===== config.mk =====
export PLATFORM = sky130hd
export DESIGN_NAME = reliable_receive_window_tracker
export DESIGN_NICKNAME = d
export VERILOG_FILES = /design/src/rrwt_pkg.sv /design/src/rrwt_front.sv /design/src/rrwt_queue.sv /design/src/rrwt_back.sv /design/src/reliable_receive_window_tracker.sv
export SDC_FILE = /design/constraint.sdc
export NUM_CORES = 1
export LEC_CHECK = 0
export ABC_AREA = 0
export ABC_CLOCK_PERIOD_IN_PS = 10100
export BUFFER_PORTS_ARGS = -buffer_cell sky130_fd_sc_hd__clkbuf_2
export CAP_MARGIN = 25
export CORE_MARGIN = 8
export CORE_UTILIZATION = 54
export DETAILED_ROUTE_END_ITERATION = 12
export GPL_ROUTABILITY_DRIVEN = 1
export GPL_TIMING_DRIVEN = 0
export PLACE_DENSITY_LB_ADDON = 0.3
export SLEW_MARGIN = 20
export SYNTH_ARGS = -nofsm -noshare
export SYNTH_HDL_FRONTEND = slang
export SYNTH_SLANG_ARGS = --single-unit

===== constraint.sdc =====
create_clock -name clk -period 10.1 [get_ports clk]
set_input_delay 0 -clock clk [delete_from_list [all_inputs] [get_ports clk]]
set_output_delay 0 -clock clk [all_outputs]
set_load 0.03 [all_outputs]

===== src/rrwt_pkg.sv =====
// types, constants and helpers of the receive window tracker
package rrwt_pkg;

  localparam int WIN_BITS = 32;
  localparam int SEQ_W    = 32;
  localparam int CNT_W    = 16;
  localparam int ADV_W    = 6;
  localparam int IDX_W    = 5;

  localparam logic [CNT_W-1:0] THRESH_RESET = 16'd16;
  localparam logic [CNT_W-1:0] CNT_MAX      = 16'hFFFF;
  localparam logic [ADV_W-1:0] ADV_FULL     = 6'd32;

  // configuration register indexes
  localparam logic [1:0] CFG_ORDERED_MODE = 2'd0;
  localparam logic [1:0] CFG_ACK_THRESH   = 2'd1;
  localparam logic [1:0] CFG_INIT_SEQ     = 2'd2;

  typedef enum logic [2:0] {
    V_IN_ORDER     = 3'd0,
    V_OUT_OF_ORDER = 3'd1,
    V_TOO_EARLY    = 3'd2,
    V_DUPLICATE    = 3'd3,
    V_NO_SLOT      = 3'd4,
    V_SNAPSHOT     = 3'd5
  } verdict_t;

  typedef enum logic {
    KIND_MSG  = 1'b0,
    KIND_SNAP = 1'b1
  } kind_t;

  typedef struct packed {
    kind_t             kind;
    logic [SEQ_W-1:0]  seq;
    logic              slot_free;
  } item_t;

  typedef struct packed {
    logic              ordered_mode;
    logic [CNT_W-1:0]  threshold;
    logic              load;
    logic [SEQ_W-1:0]  load_seq;
  } cfg_t;

  typedef struct packed {
    verdict_t             verdict;
    logic                 defer_delivery;
    logic [ADV_W-1:0]     newly_complete;
    logic                 ack_now;
    logic                 ack_later;
    logic [SEQ_W-1:0]     ack_seqnum;
    logic [WIN_BITS-1:0]  ack_bitmap;
    logic                 ack_was_pending;
  } result_t;

  // number of set bits at the bottom of v, 32 when all are set
  function automatic logic [ADV_W-1:0] trailing_ones(input logic [WIN_BITS-1:0] v);
    logic [ADV_W-1:0] n;
    n = ADV_FULL;
    for (int i = WIN_BITS - 1; i >= 0; i--) begin
      if (!v[i]) begin
        n = ADV_W'(i);
      end
    end
    return n;
  endfunction

endpackage


===== src/rrwt_front.sv =====
// input stage: takes items from the stream and decodes their kind
module rrwt_front (
  input  logic                      clk,
  input  logic                      rst_n,
  input  logic                      in_valid,
  output logic                      in_ready,
  input  logic                      in_opcode,
  input  logic [rrwt_pkg::SEQ_W-1:0] in_seq,
  input  logic                      in_slot_free,
  output logic                      push,
  output rrwt_pkg::item_t           push_item,
  input  logic                      q_ready
);

  logic            valid_r, valid_nxt;
  rrwt_pkg::item_t item_r;
  logic            in_fire;

  assign push      = valid_r && q_ready;
  assign push_item = item_r;
  assign in_ready  = !valid_r || q_ready;
  assign in_fire   = in_valid && in_ready;

  always_comb begin
    valid_nxt = valid_r;
    if (in_fire) begin
      valid_nxt = 1'b1;
    end else if (push) begin
      valid_nxt = 1'b0;
    end
  end

  always_ff @(posedge clk) begin
    if (!rst_n) begin
      valid_r <= 1'b0;
    end else begin
      valid_r <= valid_nxt;
    end
  end

  always_ff @(posedge clk) begin
    if (in_fire) begin
      item_r.kind      <= in_opcode ? rrwt_pkg::KIND_SNAP : rrwt_pkg::KIND_MSG;
      item_r.seq       <= in_seq;
      item_r.slot_free <= in_slot_free;
    end
  end

endmodule


===== src/rrwt_queue.sv =====
// two-entry queue between the input stage and the window engine
module rrwt_queue (
  input  logic            clk,
  input  logic            rst_n,
  input  logic            push,
  input  rrwt_pkg::item_t push_item,
  output logic            q_ready,
  input  logic            pop,
  output logic            q_valid,
  output rrwt_pkg::item_t head_item
);

  rrwt_pkg::item_t mem_r [2];
  logic            wr_ptr_r, wr_ptr_nxt;
  logic            rd_ptr_r, rd_ptr_nxt;
  logic [1:0]      count_r, count_nxt;

  assign q_ready   = (count_r != 2'd2);
  assign q_valid   = (count_r != 2'd0);
  assign head_item = mem_r[rd_ptr_r];

  always_comb begin
    wr_ptr_nxt = push ? !wr_ptr_r : wr_ptr_r;
    rd_ptr_nxt = pop  ? !rd_ptr_r : rd_ptr_r;
    count_nxt  = count_r + 2'(push) - 2'(pop);
  end

  always_ff @(posedge clk) begin
    if (!rst_n) begin
      wr_ptr_r <= 1'b0;
      rd_ptr_r <= 1'b0;
      count_r  <= 2'd0;
    end else begin
      wr_ptr_r <= wr_ptr_nxt;
      rd_ptr_r <= rd_ptr_nxt;
      count_r  <= count_nxt;
    end
  end

  always_ff @(posedge clk) begin
    if (push) begin
      mem_r[wr_ptr_r] <= push_item;
    end
  end

endmodule


===== src/rrwt_back.sv =====
// window engine: classifies against the window, updates it and holds the result
module rrwt_back (
  input  logic              clk,
  input  logic              rst_n,
  input  rrwt_pkg::cfg_t    cfg,
  input  logic              q_valid,
  input  rrwt_pkg::item_t   head_item,
  output logic              pop,
  output logic              res_valid,
  input  logic              res_ready,
  output rrwt_pkg::result_t res
);

  logic [rrwt_pkg::SEQ_W-1:0]    last_r, last_nxt;
  logic [rrwt_pkg::WIN_BITS-1:0] bitmap_r, bitmap_nxt;
  logic [rrwt_pkg::CNT_W-1:0]    cnt_r, cnt_nxt;
  logic                          forced_r, forced_nxt;
  logic                          out_valid_r, out_valid_nxt;
  rrwt_pkg::result_t             res_r, res_nxt;

  logic [rrwt_pkg::SEQ_W-1:0]    rel;
  logic                          in_win;
  logic [rrwt_pkg::IDX_W-1:0]    idx;
  logic                          dup_bit;
  logic [rrwt_pkg::WIN_BITS-1:0] set_bm;
  logic                          all_ones;
  logic [rrwt_pkg::ADV_W-1:0]    tone;
  logic [rrwt_pkg::ADV_W-1:0]    adv;
  logic [rrwt_pkg::CNT_W:0]      cnt_sum;
  logic [rrwt_pkg::CNT_W-1:0]    cnt_sat;
  logic                          force_imm;
  logic                          force_del;

  assign pop       = q_valid && (!out_valid_r || res_ready);
  assign res_valid = out_valid_r;
  assign res       = res_r;

  // window arithmetic for the item at the head of the queue
  always_comb begin
    rel      = head_item.seq - last_r - 32'd1;
    in_win   = (rel[rrwt_pkg::SEQ_W-1:rrwt_pkg::IDX_W] == '0);
    idx      = rel[rrwt_pkg::IDX_W-1:0];
    dup_bit  = bitmap_r[idx];
    set_bm   = bitmap_r | (32'd1 << idx);
    all_ones = &set_bm;
    tone     = rrwt_pkg::trailing_ones(set_bm);
    adv      = all_ones ? rrwt_pkg::ADV_FULL : tone;
    cnt_sum  = {1'b0, cnt_r} + 17'(adv);
    cnt_sat  = cnt_sum[rrwt_pkg::CNT_W] ? rrwt_pkg::CNT_MAX : cnt_sum[rrwt_pkg::CNT_W-1:0];
    // every eighth position ahead forces an immediate ack
    force_imm = in_win && !dup_bit && (idx != '0) && (idx[2:0] == 3'd0);
    force_del = !in_win || dup_bit;
  end

  always_comb begin
    last_nxt      = last_r;
    bitmap_nxt    = bitmap_r;
    cnt_nxt       = cnt_r;
    forced_nxt    = forced_r;
    res_nxt       = res_r;
    out_valid_nxt = out_valid_r;
    if (res_ready) begin
      out_valid_nxt = 1'b0;
    end
    if (pop) begin
      out_valid_nxt = 1'b1;
      res_nxt       = '0;
      unique case (head_item.kind)
        rrwt_pkg::KIND_SNAP: begin
          res_nxt.verdict         = rrwt_pkg::V_SNAPSHOT;
          res_nxt.ack_seqnum      = last_r;
          res_nxt.ack_bitmap      = bitmap_r;
          res_nxt.ack_was_pending = (cnt_r != '0) || forced_r;
          cnt_nxt                 = '0;
          forced_nxt              = 1'b0;
        end
        rrwt_pkg::KIND_MSG: begin
          if (force_del) begin
            res_nxt.verdict   = (!in_win && !rel[rrwt_pkg::SEQ_W-1]) ?
                                rrwt_pkg::V_TOO_EARLY : rrwt_pkg::V_DUPLICATE;
            forced_nxt        = 1'b1;
            res_nxt.ack_now   = (cnt_r >= cfg.threshold);
            res_nxt.ack_later = !(cnt_r >= cfg.threshold);
          end else if (!head_item.slot_free) begin
            res_nxt.verdict = rrwt_pkg::V_NO_SLOT;
          end else begin
            res_nxt.verdict        = (idx == '0) ? rrwt_pkg::V_IN_ORDER :
                                                   rrwt_pkg::V_OUT_OF_ORDER;
            res_nxt.defer_delivery = (idx != '0) && cfg.ordered_mode;
            res_nxt.newly_complete = adv;
            bitmap_nxt             = all_ones ? '0 : (set_bm >> tone[rrwt_pkg::IDX_W-1:0]);
            last_nxt               = last_r + 32'(adv);
            cnt_nxt                = cnt_sat;
            if (force_imm) begin
              forced_nxt = 1'b1;
            end
            res_nxt.ack_now   = (cnt_sat >= cfg.threshold) || force_imm;
            res_nxt.ack_later = !res_nxt.ack_now && (adv != '0);
          end
        end
        default: begin
          res_nxt = '0;
        end
      endcase
    end
    // a new connection start reloads the window
    if (cfg.load) begin
      last_nxt   = cfg.load_seq;
      bitmap_nxt = '0;
      cnt_nxt    = '0;
      forced_nxt = 1'b0;
    end
  end

  always_ff @(posedge clk) begin
    if (!rst_n) begin
      last_r      <= '0;
      bitmap_r    <= '0;
      cnt_r       <= '0;
      forced_r    <= 1'b0;
      out_valid_r <= 1'b0;
    end else begin
      last_r      <= last_nxt;
      bitmap_r    <= bitmap_nxt;
      cnt_r       <= cnt_nxt;
      forced_r    <= forced_nxt;
      out_valid_r <= out_valid_nxt;
    end
  end

  always_ff @(posedge clk) begin
    res_r <= res_nxt;
  end

endmodule


===== src/reliable_receive_window_tracker.sv =====
// top level of the reliable-link receive window tracker
//
// in_ channel: one item per handshake, in_tuser is the opcode (0 received
// message, 1 take ack snapshot); in_tdata carries the sequence number and the
// event slot flag. out_ channel: exactly one result item per input item, in
// order; out_tuser is the verdict, out_tdata the ack fields.
// cfg_ channel: register writes (0 ordered mode, 1 ack threshold, 2 initial
// sequence number, which also restarts the window); always ready.
// an item passes the input register, the queue and the result register on its
// way to result valid. throughput: one item per cycle while out_tready stays
// high, set by the single window update (subtract, priority encode of the
// trailing run, shift) in the engine.
// reset: window at sequence 0, empty bitmap, nothing pending, threshold 16.
// when out_tready is low the result register holds; the two-entry queue and
// input register fill up behind it, then in_tready drops.
module reliable_receive_window_tracker (
  input  logic        clk,
  input  logic        rst_n,
  input  logic        in_tvalid,
  output logic        in_tready,
  input  logic [39:0] in_tdata,   // seq_num[31:0], event_slot_free[32], zero pad
  input  logic        in_tuser,   // opcode
  output logic        out_tvalid,
  input  logic        out_tready,
  output logic [79:0] out_tdata,  // defer_delivery[0], newly_complete[6:1],
                                  // ack_now[7], ack_later[8], ack_seqnum[40:9],
                                  // ack_bitmap[72:41], ack_was_pending[73], zero pad
  output logic [2:0]  out_tuser,  // verdict
  input  logic        cfg_valid,
  output logic        cfg_ready,
  input  logic [1:0]  cfg_index,
  input  logic [31:0] cfg_data
);

  logic                           ordered_r, ordered_nxt;
  logic [rrwt_pkg::CNT_W-1:0]     thresh_r, thresh_nxt;
  logic                           cfg_fire;
  rrwt_pkg::cfg_t                 cfg;
  logic                           push, q_ready, pop, q_valid;
  rrwt_pkg::item_t                push_item, head_item;
  rrwt_pkg::result_t              res;

  assign cfg_ready = 1'b1;
  assign cfg_fire  = cfg_valid && cfg_ready;

  always_comb begin
    ordered_nxt = ordered_r;
    thresh_nxt  = thresh_r;
    if (cfg_fire && (cfg_index == rrwt_pkg::CFG_ORDERED_MODE)) begin
      ordered_nxt = cfg_data[0];
    end
    if (cfg_fire && (cfg_index == rrwt_pkg::CFG_ACK_THRESH)) begin
      thresh_nxt = cfg_data[rrwt_pkg::CNT_W-1:0];
    end
  end

  always_ff @(posedge clk) begin
    if (!rst_n) begin
      ordered_r <= 1'b0;
      thresh_r  <= rrwt_pkg::THRESH_RESET;
    end else begin
      ordered_r <= ordered_nxt;
      thresh_r  <= thresh_nxt;
    end
  end

  assign cfg.ordered_mode = ordered_r;
  assign cfg.threshold    = thresh_r;
  assign cfg.load         = cfg_fire && (cfg_index == rrwt_pkg::CFG_INIT_SEQ);
  assign cfg.load_seq     = cfg_data;

  rrwt_front u_front (
    .clk          (clk),
    .rst_n        (rst_n),
    .in_valid     (in_tvalid),
    .in_ready     (in_tready),
    .in_opcode    (in_tuser),
    .in_seq       (in_tdata[31:0]),
    .in_slot_free (in_tdata[32]),
    .push         (push),
    .push_item    (push_item),
    .q_ready      (q_ready)
  );

  rrwt_queue u_queue (
    .clk       (clk),
    .rst_n     (rst_n),
    .push      (push),
    .push_item (push_item),
    .q_ready   (q_ready),
    .pop       (pop),
    .q_valid   (q_valid),
    .head_item (head_item)
  );

  rrwt_back u_back (
    .clk       (clk),
    .rst_n     (rst_n),
    .cfg       (cfg),
    .q_valid   (q_valid),
    .head_item (head_item),
    .pop       (pop),
    .res_valid (out_tvalid),
    .res_ready (out_tready),
    .res       (res)
  );

  assign out_tuser = res.verdict;
  assign out_tdata = {6'd0, res.ack_was_pending, res.ack_bitmap, res.ack_seqnum,
                      res.ack_later, res.ack_now, res.newly_complete,
                      res.defer_delivery};

endmodule


==> metrics.sh <==
STATUS='finished clean'
DRIVE_GT1_FRAC=0.179
POWER_SWITCHING_uW=1840
CP_SLOWEST_CELL='sky130_fd_sc_hd__fa_1'
ROW_COUNT=64
GRT_USE_MET3=0.0584
SYNTH_CELLS=1677
VDD_DROP_MAX_mV=0.172
GRT.TOTAL_USAGE=0.310
SYNTH.LARGEST_AREA_CELL='sky130_fd_sc_hd__edfxtp_1'
PIN_COUNT_OF_THE_BIGGEST_NET_ENTERING_GLOBAL_ROUTING=84
POST_SYNTHESIS_ASYNC_SET_OR_RESET_FLOP_SHARE=0
ANTENNA_VIOLATIONS_BEFORE_REPAIR=0
INITIAL_UTIL=0.545
DETAILEDPLACEMENTHPWL_MM=42.4
POWER.STATIC_LEAKAGE_uW=0.00779
GRT_FIRST_PASS_WIRELENGTH_MM=87.9
DRT-TOTAL-WL_MM=58.0
SYNTH-WARNING-COUNT=0
SYNTH_TOP_CELL_AREA_SHARE=0.324
NUMBER_OF_CTS_INSERTED_BUFFERS=31
CLKSLEWWORSTSETUPHOLDPATHS_PS=70
PART_OF_THE_TOTAL_POWER_DISSIPATED_IN_THE_CLOCK_NETWORK=0.253
MAX_CAP_VIOL_COUNT=0
GRT_USE_MET2=0.481
WORST_PATH_ARRIVAL_PS=10020
GR-USAGE-MET1=0.423
GP_ROUTABILITY_CONGESTION=0.958
DIE_HEIGHT_UM=191
DRC=0
DR_TOTAL_VIAS=14964
CRITICAL_PATH.MAX_FANOUT=11
CORE_AREA_UM2=30400
AREA.GROWTH.SYNTH_TO_FINAL_PCT=19.8
FINAL_ANTENNA_NET_COUNT=0
CRIT_PATH_MAX_INCR_DELAY_PS=510
NETSWITCHINGFRACTION=0.409
GRT_PASS1_VIAS=14561
MAX_SLEW_MARGIN=0.309
SYNTH_ENABLE_FLOP_CELLS=179
DESIGN.PORTCOUNT=166
TRITONCTS='built'
PORT_BUFFERS=151
PLACE.DETAILED.INSTANCES=2233
PATH_COMMON_CELL='sky130_fd_sc_hd__a21o_1'
MIN_PERIOD_PS=9720
N_ANTENNA_CELL=0
NETLIST_AREA_UM2=16600
CTSROOTBUFFERMASTER='sky130_fd_sc_hd__clkbuf_16'
SYNTHTOPCELLSBYAREA='sky130_fd_sc_hd__edfxtp_1 32%, sky130_fd_sc_hd__dfxtp_1 13%, sky130_fd_sc_hd__ha_1 5.8%, sky130_fd_sc_hd__nor2_1 3.6%, sky130_fd_sc_hd__a21oi_1 3.6%'
NETLIST-CELL-TYPE-COUNT=91
POST_DRT_VIA_CELL_RATIO=6.31
TIMING.CLOCK.SKEW_PS=24.2
FINAL_NUMBER_OF_MAX_TRANSITION_VIOLATIONS=0
HOLD_VIOL=0
HTREE_NUM_LEVELS=1
START_KIND='flip-flop'
SYNTH_SEQ_CELLS=284
SYNTH.YOSYS.SEQ_AREA_SHARE=0.451
CTS.SINKS=284
WIRE_PER_INST_UM=24.5
GRT_BUSIEST_LAYER='met2'
CLK_LATENCY_PS=570
SYNTH_FLOP_CELL='sky130_fd_sc_hd__edfxtp_1'
FINALSETUPVIOLATIONS=0
WORST-ENDPOINT-REQUIRED_PS=10410
TIMING.FINAL.WS_SETUP_PS=382
MAXIMUM_NUMBER_OF_BUFFERS_FROM_CLOCK_ROOT_TO_SINK=3
CRIT_TYPE='reg2reg'
P_INT_uW=2660
FMAX_MHz=103
LAYOUT.CELLS.NON_FILLER=2370
DETAILEDPLACE.WORSTSLACK_PS=-1240
TYPE_OF_THE_TIGHTEST_MIN_DELAY_CHECK='in2reg'
DETAIL_ROUTE.FIRST_PASS.ITERATIONS=6
POST_SYNTH.CELL_AREA_AVG_UM2=9.89
SEQUENTIAL_GROUP_SHARE_OF_TOTAL_POWER=0.336
GRT_OVERFLOW_TOTAL=0
LAYOUT.FILLER_CELLS=2471
DESIGN.FINAL.NETS=2109
DIE_AREA_UM2=36600
POWER_PER_CELL_AREA_nW_PER_UM2=226
P_COMB_FRAC=0.411
DIE_W_UM=191
FIN_CRIT_SH=0.962
WORSTSETUPENDPOINTTYPE='flip-flop'
FIRST_ITER_VIOLATIONS=1747
MAX_SLEW.WORST_PIN.SLEW_PS=1020
state kept, by name, indices dropped and copies added, names as in the netlist, 2 cells and up, named ones only:
register,flops
thresh_r,16
u_back.bitmap_r,32
u_back.cnt_r,16
u_back.last_r,32
u_back.res,77
u_front.push_item,34
u_queue.count_r,2
u_queue.mem_r,68
what timing repair did:
| item | 4_1_cts | 5_1_grt |
|---|---|---|
| hold buffers | 71 | 0 |
| pin swaps | 1 | 3 |
| gates resized for setup | 10 | 18 |
| endpoints found under the hold margin | 100 | 0 |
| setup buffers | 3 | 9 |
| setup endpoints to repair | 2 | 2 |
area by class of cell:
type / instances / area [µm²] / area share
Buffer: 82 / 379 / 0.0191
Clock buffer: 40 / 830 / 0.0418
Clock inverter: 18 / 175 / 0.00882
Inverter: 79 / 309 / 0.0156
Multi-Input combinational cell: 1233 / 8560 / 0.431
Sequential cell: 284 / 7480 / 0.376
Tap cell: 396 / 495 / 0.0249
Timing Repair Buffer: 238 / 1640 / 0.0826
logic make-up after synthesis:
family / Yosys count / synth area share
xor gates and xnor gates: 55 / 0.0290
and+or+nand+nor: 540 / 0.160
buffers and inverters: 165 / 0.0412
muxes: 110 / 0.0785
DFF: 284 / 0.451
AOI/OAI and AO/OA: 441 / 0.178
adders and majority gates: 80 / 0.0617
other: 2 / 0.000453
per-layer routing:
layer | vias up | routed length [µm]
li1 | 6761 | -
met1 | 7198 | 24200
met2 | 838 | 25800
met3 | 167 | 5470
met4 | 0 | 2550
met5 | - | 0
synthesized netlist by cell type, drive strengths merged, types with 5 or more instances:
library cell / instances
mux2i: 57
o311ai: 5
xor2: 12
a22o: 18
a211oi: 38
edfxtp: 179
o31ai: 5
nor4: 19
nor2: 161
mux4: 12
clkbuf: 51
dfxtp: 105
a21oi: 119
a31oi: 11
nand3b: 5
or2: 6
nand4: 15
a32oi: 5
nor3b: 6
nor2b: 46
xnor2: 43
a211o: 9
a311oi: 5
ha: 77
nor3: 39
o211ai: 18
and2: 12
nand3: 40
o21bai: 10
and3: 15
a21o: 33
buf: 35
o21a: 13
o22ai: 8
a22oi: 16
nand2: 138
nand2b: 19
a221oi: 7
mux2: 41
or4: 6
o21ai: 84
inv: 78
power by group through the flow:
stage | sequential (µW) | combinational [µW] | clock (µW)
after global routing | 1530 | 1960 | 1190
after floorplan | 1740 | 970 | 0
after detailed placement | 1520 | 1720 | 0
after global placement | 1520 | 1690 | 0
final | 1510 | 1850 | 1140
after CTS | 1510 | 1770 | 1140
worst max-delay path: cells and delay by family (launching register included):
kind	cells	cell delay (ps)
compound gates	19	3740
simple gates	10	1750
buf+inv	5	1530
fa+ha+maj	5	1490
flops	1	500
mux	1	400
cell usage in the layout (no fill, tap or decap), types with 56 or more instances in the layout:
master,count
sky130_fd_sc_hd__a21oi_1,117
sky130_fd_sc_hd__clkbuf_2,154
sky130_fd_sc_hd__dfxtp_1,104
sky130_fd_sc_hd__dlygate4sd3_1,71
sky130_fd_sc_hd__edfxtp_1,179
sky130_fd_sc_hd__ha_1,77
sky130_fd_sc_hd__inv_1,75
sky130_fd_sc_hd__mux2i_1,56
sky130_fd_sc_hd__nand2_1,136
sky130_fd_sc_hd__nor2_1,157
sky130_fd_sc_hd__o21ai_0,73
worst paths after layout:
| kind | to | start | slack (ps) | cells past startpoint |
|---|---|---|---|---|
| max | u_back.res[66] | flip-flop | 380 | 40 |
| min | thresh_r[0] | cfg_valid | 50 | 4 |
| max reg2reg | u_back.res[66] | flip-flop | 380 | 40 |
| min reg2reg | u_queue.mem_r[0][25] | u_front.push_item[25] | 450 | 0 |
metrics by stage:
| stage | util | hold WS, ps | area (µm²) | TNS [ps] | total power, µW |
|---|---|---|---|---|---|
| floorplan | - | 98.9 | 16600 | 0 | 2710 |
| global placement | 0.587 | 177 | 17900 | -2710 | 3220 |
| detailed placement | 0.591 | 179 | 18000 | -2420 | 3240 |
| CTS | 0.649 | 9.18 | 19800 | 0 | 4410 |
| global route | 0.653 | 74.0 | 19900 | -35.5 | 4670 |
| finish | 0.653 | 54.1 | 19900 | 0 | 4490 |
Note: power is estimated with default switching activity, not from simulation.
